`src/assert_macros.svh`:
```
// ---------------------------------------------------------------------------
// Assertion macros
// Shared concurrent assertion forms, clocked on clk_i and disabled in reset.
// ---------------------------------------------------------------------------
`ifndef ASSERT_MACROS_SVH
`define ASSERT_MACROS_SVH

// property must hold at every clock edge out of reset
`define IPC_ASSERT(lbl, prop, msg) \
  lbl: assert property (@(posedge clk_i) disable iff (!rst_ni) prop) else $error(msg);

// condition must never be seen at a clock edge out of reset
`define IPC_NEVER(lbl, cond, msg) \
  lbl: assert property (@(posedge clk_i) disable iff (!rst_ni) !(cond)) else $error(msg);

`endif

```
`src/svpwm_ipc_pkg.sv`:
```
`timescale 1ns / 1ps
// ---------------------------------------------------------------------------
// SVPWM inverse Park / compare package
// Shared constants, types and the sine ROM entry generator.
// ---------------------------------------------------------------------------
package svpwm_ipc_pkg;

  localparam int unsigned SINE_DEPTH_DEF = 1024;

  // angle constants in Q15
  localparam int TWO_PI_Q15  = 205887;
  localparam int HALF_TURN   = 102943;  // rounding offset for the ROM index
  localparam int HALF_PI_Q15 = 51472;
  localparam int ROOT3_Q15   = 56755;

  // reduction mod 2*pi: u = ang + 82*2pi keeps u positive
  localparam logic [25:0] ANG_BIAS  = 26'd16882734;
  localparam logic [14:0] RECIP_2PI = 15'd20860;  // floor(2^32 / 205887)
  localparam int          RECIP_SH  = 32;

  localparam longint PI_Q30      = 64'sd3373259426;
  localparam longint TWO_PI_Q30  = 64'sd6746518852;
  localparam longint HALF_PI_Q30 = 64'sd1686629713;
  localparam longint ONE_Q30     = 64'sd1073741824;

  localparam int PERIOD_W  = 16;
  localparam int GAIN_W    = 31;
  localparam int CFG_IDX_W = 2;
  localparam logic [PERIOD_W-1:0] PERIOD_RST = 16'd6000;
  localparam logic [GAIN_W-1:0]   GAIN_RST   = 31'd14188960;

  localparam int T_W        = 34;  // active time before overrun scaling
  localparam int SUM_W      = 35;
  localparam int FRAC_BITS  = 17;
  localparam int QUO_W      = 18;
  localparam int DIV_STAGES = 18;

  localparam int QUEUE_DEPTH = 4;

  typedef enum logic [CFG_IDX_W-1:0] {
    CFG_PWM_PERIOD = 2'd0,
    CFG_TIME_GAIN  = 2'd1
  } cfg_reg_e;

  // bit0 vr1>0, bit1 vr2>0, bit2 vr3>0
  typedef enum logic [2:0] {
    SEC_NONE = 3'd0,
    SEC_R1   = 3'd1,
    SEC_R2   = 3'd2,
    SEC_R12  = 3'd3,
    SEC_R3   = 3'd4,
    SEC_R13  = 3'd5,
    SEC_R23  = 3'd6,
    SEC_ALL  = 3'd7
  } sector_e;

  // word handed from the front to the back through the queue
  typedef struct packed {
    logic [31:0] x1;
    logic [31:0] x2;
    sector_e     code;
  } work_t;

  // sideband riding along the divider
  typedef struct packed {
    sector_e     code;
    logic        ovr;
    logic [15:0] t1;
    logic [15:0] t2;
  } div_side_t;

  // one sine entry; x is the angle in Q30 radians over [0, 2*pi)
  function automatic logic signed [16:0] sine_entry(input longint x);
    longint v;
    longint x2;
    longint t;
    longint s;
    logic   neg;
    v   = x;
    neg = 1'b0;
    if (v > PI_Q30) v = v - TWO_PI_Q30;
    if (v < 0) begin
      neg = 1'b1;
      v   = -v;
    end
    if (v > HALF_PI_Q30) v = PI_Q30 - v;
    x2 = (v * v) >>> 30;
    t  = ONE_Q30;
    t  = ONE_Q30 - ((x2 * t) >>> 30) / 110;
    t  = ONE_Q30 - ((x2 * t) >>> 30) / 72;
    t  = ONE_Q30 - ((x2 * t) >>> 30) / 42;
    t  = ONE_Q30 - ((x2 * t) >>> 30) / 20;
    t  = ONE_Q30 - ((x2 * t) >>> 30) / 6;
    s  = (v * t) >>> 30;
    s  = (s + 16384) >>> 15;
    return 17'(neg ? -s : s);
  endfunction

endpackage

```
`src/svpwm_ipc_queue.sv`:
```
`timescale 1ns / 1ps
// ---------------------------------------------------------------------------
// SVPWM work queue
// Short FIFO between the front and back pipelines.
// ---------------------------------------------------------------------------
`include "assert_macros.svh"

module svpwm_ipc_queue (
  input  logic                 clk_i,
  input  logic                 rst_ni,
  input  logic                 push_i,
  input  svpwm_ipc_pkg::work_t push_data_i,
  output logic                 full_o,
  input  logic                 pop_i,
  output logic                 valid_o,
  output svpwm_ipc_pkg::work_t head_o
);

  localparam int DEPTH = svpwm_ipc_pkg::QUEUE_DEPTH;
  localparam int AW    = $clog2(DEPTH);
  localparam int CW    = AW + 1;

  svpwm_ipc_pkg::work_t mem_q [DEPTH];
  logic [AW-1:0] wr_q, rd_q;
  logic [CW-1:0] cnt_q, cnt_d;

  assign full_o  = (cnt_q == CW'(DEPTH));
  assign valid_o = (cnt_q != '0);
  assign head_o  = mem_q[rd_q];

  always_comb begin
    cnt_d = cnt_q;
    if (push_i && !pop_i) cnt_d = cnt_q + 1'b1;
    if (pop_i && !push_i) cnt_d = cnt_q - 1'b1;
  end

  always_ff @(posedge clk_i or negedge rst_ni) begin
    if (!rst_ni) begin
      wr_q  <= '0;
      rd_q  <= '0;
      cnt_q <= '0;
    end else begin
      if (push_i) wr_q <= wr_q + 1'b1;
      if (pop_i) rd_q <= rd_q + 1'b1;
      cnt_q <= cnt_d;
    end
  end

  always_ff @(posedge clk_i) begin
    if (push_i) mem_q[wr_q] <= push_data_i;
  end

  `IPC_NEVER(a_push_full, push_i && (cnt_q == CW'(DEPTH)), "push into full queue")
  `IPC_NEVER(a_pop_empty, pop_i && (cnt_q == '0), "pop from empty queue")
  `IPC_ASSERT(a_cnt_up, (push_i && !pop_i) |=> (cnt_q == $past(cnt_q) + 1'b1), "count lost a word")

endmodule

```
`config.mk`:
```
export PLATFORM = sky130hd
export DESIGN_NAME = svpwm_ipc_queue
export DESIGN_NICKNAME = d
export VERILOG_FILES = /design/src/svpwm_ipc_pkg.sv /design/src/svpwm_ipc_queue.sv
export VERILOG_INCLUDE_DIRS = /design/src /design/src/src
export SDC_FILE = /design/constraint.sdc
export NUM_CORES = 1
export LEC_CHECK = 0
export BUFFER_PORTS_ARGS = -buffer_cell sky130_fd_sc_hd__buf_2
export CORE_UTILIZATION = 41
export CTS_BUF_LIST = sky130_fd_sc_hd__clkbuf_4
export CTS_CLUSTER_SIZE = 20
export DETAILED_ROUTE_END_ITERATION = 10
export GPL_TIMING_DRIVEN = 0
export SKIP_CTS_REPAIR_TIMING = 1
export SYNTH_ARGS = -nofsm -noshare
export SYNTH_HDL_FRONTEND = slang
export SYNTH_SLANG_ARGS = --single-unit
```
`constraint.sdc`:
```
create_clock -name clk_i -period 4.49 [get_ports clk_i]
set_clock_uncertainty 0.05 [all_clocks]
set_input_delay 0.449 -clock clk_i [delete_from_list [all_inputs] [get_ports clk_i]]
set_output_delay 0.449 -clock clk_i [all_outputs]
set_load 0.005 [all_outputs]
```
==> results <==
- The flow ran to the end, and the final reports show no timing, DRC or antenna violations.
- The share of flip-flops with an asynchronous set or reset is 2.55%.
- The ratio of total power to cell area is 597 nW/um2.
- The number of hold violations in the final report came to 0.
- Setup violations remaining at the end of the flow were counted as 0.
- The relative slew slack is 56.9%.
- The largest vdd supply drop is 300 uV.
- The initial antenna violation count came to 1.
- In this run the worst setup path terminates at head_o[23].
- After synthesis, the share of cell area in mux cells is 15.1%.
- The average wire per standard cell is 17.7 um.
- TritonCTS built the clock tree.
- The via count of the first global-routing pass is 5236.
- The actual transition at the worst max-transition pin is 647 ps.
- Timing would allow up to 367 MHz.
- The worst reg-to-reg path cell count is 4.
- The combined area of all synthesized cells is 10100 um2.
- The worst setup path startpoint is rd_q[1].
- The floorplan has 57 rows.
- Compared with the post-synthesis result, the final layout area differs by 27.3%.
- The area share of and/or/nand/nor cells after synthesis is 0.484%.
- The count of input and output buffers is 139.
- The smallest clock period supported by the final layout is computed as 2720 ps.
- The post-synth net total is 464.
- The leading register cell type out of synthesis is sky130_fd_sc_hd__edfxtp_1.
- The type of the tightest min-delay check is in -> reg.
- The worst register-to-register path begins at wr_q[0].
- The data arrival time of the critical path is 2220 ps.
- The standby leakage power is 4.57 nW.
- The clock passes through at most 3 buffers.
- The core region is 24200 um2.
- For this configuration, the core starts out at a cell density of 41.7%.
- By area, the combinational part of the netlist is dominated by multiplexers.
- Ranked by instance count, the synthesized netlist is headed by 268 x sky130_fd_sc_hd__edfxtp_1, 67 x sky130_fd_sc_hd__mux4_2, 7 x sky130_fd_sc_hd__dfrtp_1, 6 x sky130_fd_sc_hd__buf_2, 6 x sky130_fd_sc_hd__inv_1.
- After legalization and detailed placement, the total HPWL measured 10.9 mm.
- The number of warnings issued by yosys is 0.
- The most used standard cell by instance count after synthesis is sky130_fd_sc_hd__edfxtp_1.
- The type of origin of the critical path is a flop.
- By area the synthesized netlist is led by sky130_fd_sc_hd__edfxtp_1 80%, sky130_fd_sc_hd__mux4_2 15%, sky130_fd_sc_hd__dfrtp_1 1.7%.
- The count of flip-flops with a built-in enable after synthesis is 268.
- The mean cell area of the mapped netlist is 26.0 um2.
- The routed design has 18.3 mm of wire.
- The number of sinks handled by clock tree synthesis is 275.
- After global routing the overflow that remains totals 0.
- The endpoint identified for the worst register-to-register timing path is mem_q[0][14].
- The area fraction of the dominant cell type after synthesis is 79.9%.
- Summing the areas of all fa, ha and maj instances in the mapped netlist gives 0.820% of the synthesized area.
- The count of distinct cell types in the synthesized netlist is 20.
- The post-placement cell count is 854.
- The pre-antenna-repair detailed-routing pass consisted of 6 iterations.
- The post-route cell area is 12800 um2.
- After the first detailed-routing iteration, the DRC count stood at 227.
- The synthesized netlist devotes 0.0497% of its cell area to compound gates.
- Using the TritonRoute via totals, the vias-per-cell ratio works out to 4.86.
- The insertion delay to the later sink of the worst-skew pair is 640 ps.
- The critical path is of the reg -> out type.
- Pin placement for this block handled 140 I/O pins.
- In the final layout, the share of cells above drive strength 1 is 46.8%.
- The count of filler cells inserted in the layout is 1941.
- The die extent in y is 159 um.
- The die covers 25200 um2.
- The filler-free cell count of the finished design is 1039.
- The largest area contributor in the synthesized netlist is sky130_fd_sc_hd__edfxtp_1.
- The largest net degree at the start of global routing is 38.
- Setup repair after global routing left no endpoint under its margin.
- After clock tree synthesis, the clock-pin slew on the worst setup and hold paths is 60 ps.
- The count of maximum capacitance violations is 0.
- From left edge to right edge, the die measures 159 um.
- The placed standard-cell area is 11300 um2.
- At the end of routability-driven placement, the weighted congestion stood at 0.683.
- The clock tree synthesis step divided the H-tree into 3 levels.
- After the last flow step, the layout net total stands at 748.
- The data required time at the worst endpoint is 3990 ps.
- The post-synthesis instance total is 387.
- The synthesized netlist devotes 0.522% of its cell area to XOR and XNOR gates.
- The tree is rooted in a sky130_fd_sc_hd__clkbuf_4.
- Of the available clock period, the critical path in the final layout requires 60.6%.
- The first global-routing pass estimated 28.2 mm of wire.
- Summing the sequential cell areas from Yosys gives 81.6% of the chip area.
- The maximum fanout along the worst path is 10.
- The number of buffers added by the clock tree synthesis step is 70.
- For this run, the total global-route usage over all layers was measured as 14.9%.
- After detailed routing, the number of remaining DRC violations is 0.
- The flop and latch count out of synthesis is 275.
- The overall via count from detail_route is 5047.
- Setup total negative slack on the finished layout was measured at 0 ps.
- STA classifies the critical path endpoint as a primary output.
- The count of nets left with antenna violations once routing finished came out at 0.
- The number of pins exceeding their max-slew limit in the final report is 0.
- The setup check on the worst reg-to-reg path leaves a slack of 2610 ps.
==> flip-flops by register name (all words and copies together) (netlist names) <==
name	flops
cnt_q	3
mem_q	268
rd_q	2
wr_q	2
==> cell families (layout without fill, tap and decap cells) <==
group / after synthesis / in the layout
multiplexers: 68 / 68
AND/OR/NAND/NOR: 9 / 9
AO/OA/AOI/OAI: 1 / 1
other: 0 / 1
buffers and inverters: 22 / 349
adder cells (fa/ha/maj): 6 / 6
flip-flops: 275 / 275
XOR/XNOR: 6 / 6
==> worst min path at each step <==
stage | start | to | slack, ps | depth (start not counted)
finish | push_i | wr_q[0] | 60 | 2
CTS | rst_ni | cnt_q[1] | -490 | 1
floorplan | rst_ni | cnt_q[0] | 100 | 0
detailed placement | rst_ni | cnt_q[0] | 250 | 1
global placement | rst_ni | rd_q[1] | 240 | 1
global route | push_i | wr_q[0] | 20 | 2
==> layer usage <==
metal / routed length (um) / track usage, % / up-vias
li1: - / - / 2263
met1: 7660 / 18.2 / 2576
met2: 9140 / 24.0 / 174
met3: 1180 / 4.73 / 34
met4: 359 / 7.24 / 0
met5: 0 / 0 / -
==> critical path, stage by stage, from the launching register on <==
cell	delay, ps
sky130_fd_sc_hd__dfrtp_1	310
sky130_fd_sc_hd__buf_2	160
sky130_fd_sc_hd__buf_2	290
sky130_fd_sc_hd__buf_2	340
sky130_fd_sc_hd__mux4_2	350
sky130_fd_sc_hd__buf_2	150
==> power breakdown <==
group | internal, mW | switching [mW]
Sequential | 3.36 | 0.104
Combinational | 1.13 | 1.08
Clock | 1.09 | 0.901
Total | 5.57 | 2.09
==> area by class of cell <==
| type | instances | area, um2 | share of cell area (%) |
|---|---|---|---|
| sequential | 275 | 8220 | 64.1 |
| multi-input combinational | 90 | 1720 | 13.4 |
| timing repair buffer | 212 | 1490 | 11.6 |
| clock buffer | 102 | 766 | 5.97 |
| tap | 324 | 405 | 3.16 |
| buffer | 16 | 123 | 0.956 |
| clock inverter | 13 | 76.3 | 0.595 |
| inverter | 6 | 22.5 | 0.176 |
| antenna | 1 | 2.50 | 0.0195 |
==> cell usage in the layout, fill, tap and decap left out, types with 2 or more instances in the layout <==
cell type	count
sky130_fd_sc_hd__clkbuf_1	3
sky130_fd_sc_hd__ha_1	5
sky130_fd_sc_hd__clkbuf_4	102
sky130_fd_sc_hd__buf_12	3
sky130_fd_sc_hd__buf_16	3
sky130_fd_sc_hd__dlygate4sd3_1	69
sky130_fd_sc_hd__dfrtp_1	7
sky130_fd_sc_hd__xor2_1	4
sky130_fd_sc_hd__clkinv_1	8
sky130_fd_sc_hd__buf_4	4
sky130_fd_sc_hd__nand2_1	2
sky130_fd_sc_hd__and2_4	4
sky130_fd_sc_hd__xnor2_1	2
sky130_fd_sc_hd__inv_2	3
sky130_fd_sc_hd__inv_1	6
sky130_fd_sc_hd__buf_2	145
sky130_fd_sc_hd__mux4_2	67
sky130_fd_sc_hd__edfxtp_1	268
==> metrics by stage <==
| stage | hold slack (ps) | power [mW] | setup WS, ps | util, % |
|---|---|---|---|---|
| after floorplan | 103 | 4.85 | 1810 | - |
| after global placement | 243 | 5.69 | 522 | 46.2 |
| after detailed placement | 247 | 5.75 | 2350 | 46.7 |
| after CTS | -485 | 7.77 | 1630 | 50.2 |
| after global routing | 22.0 | 8.10 | 1580 | 53.0 |
| final | 64.6 | 7.66 | 1770 | 53.0 |
(Power assumes the default switching activity.)
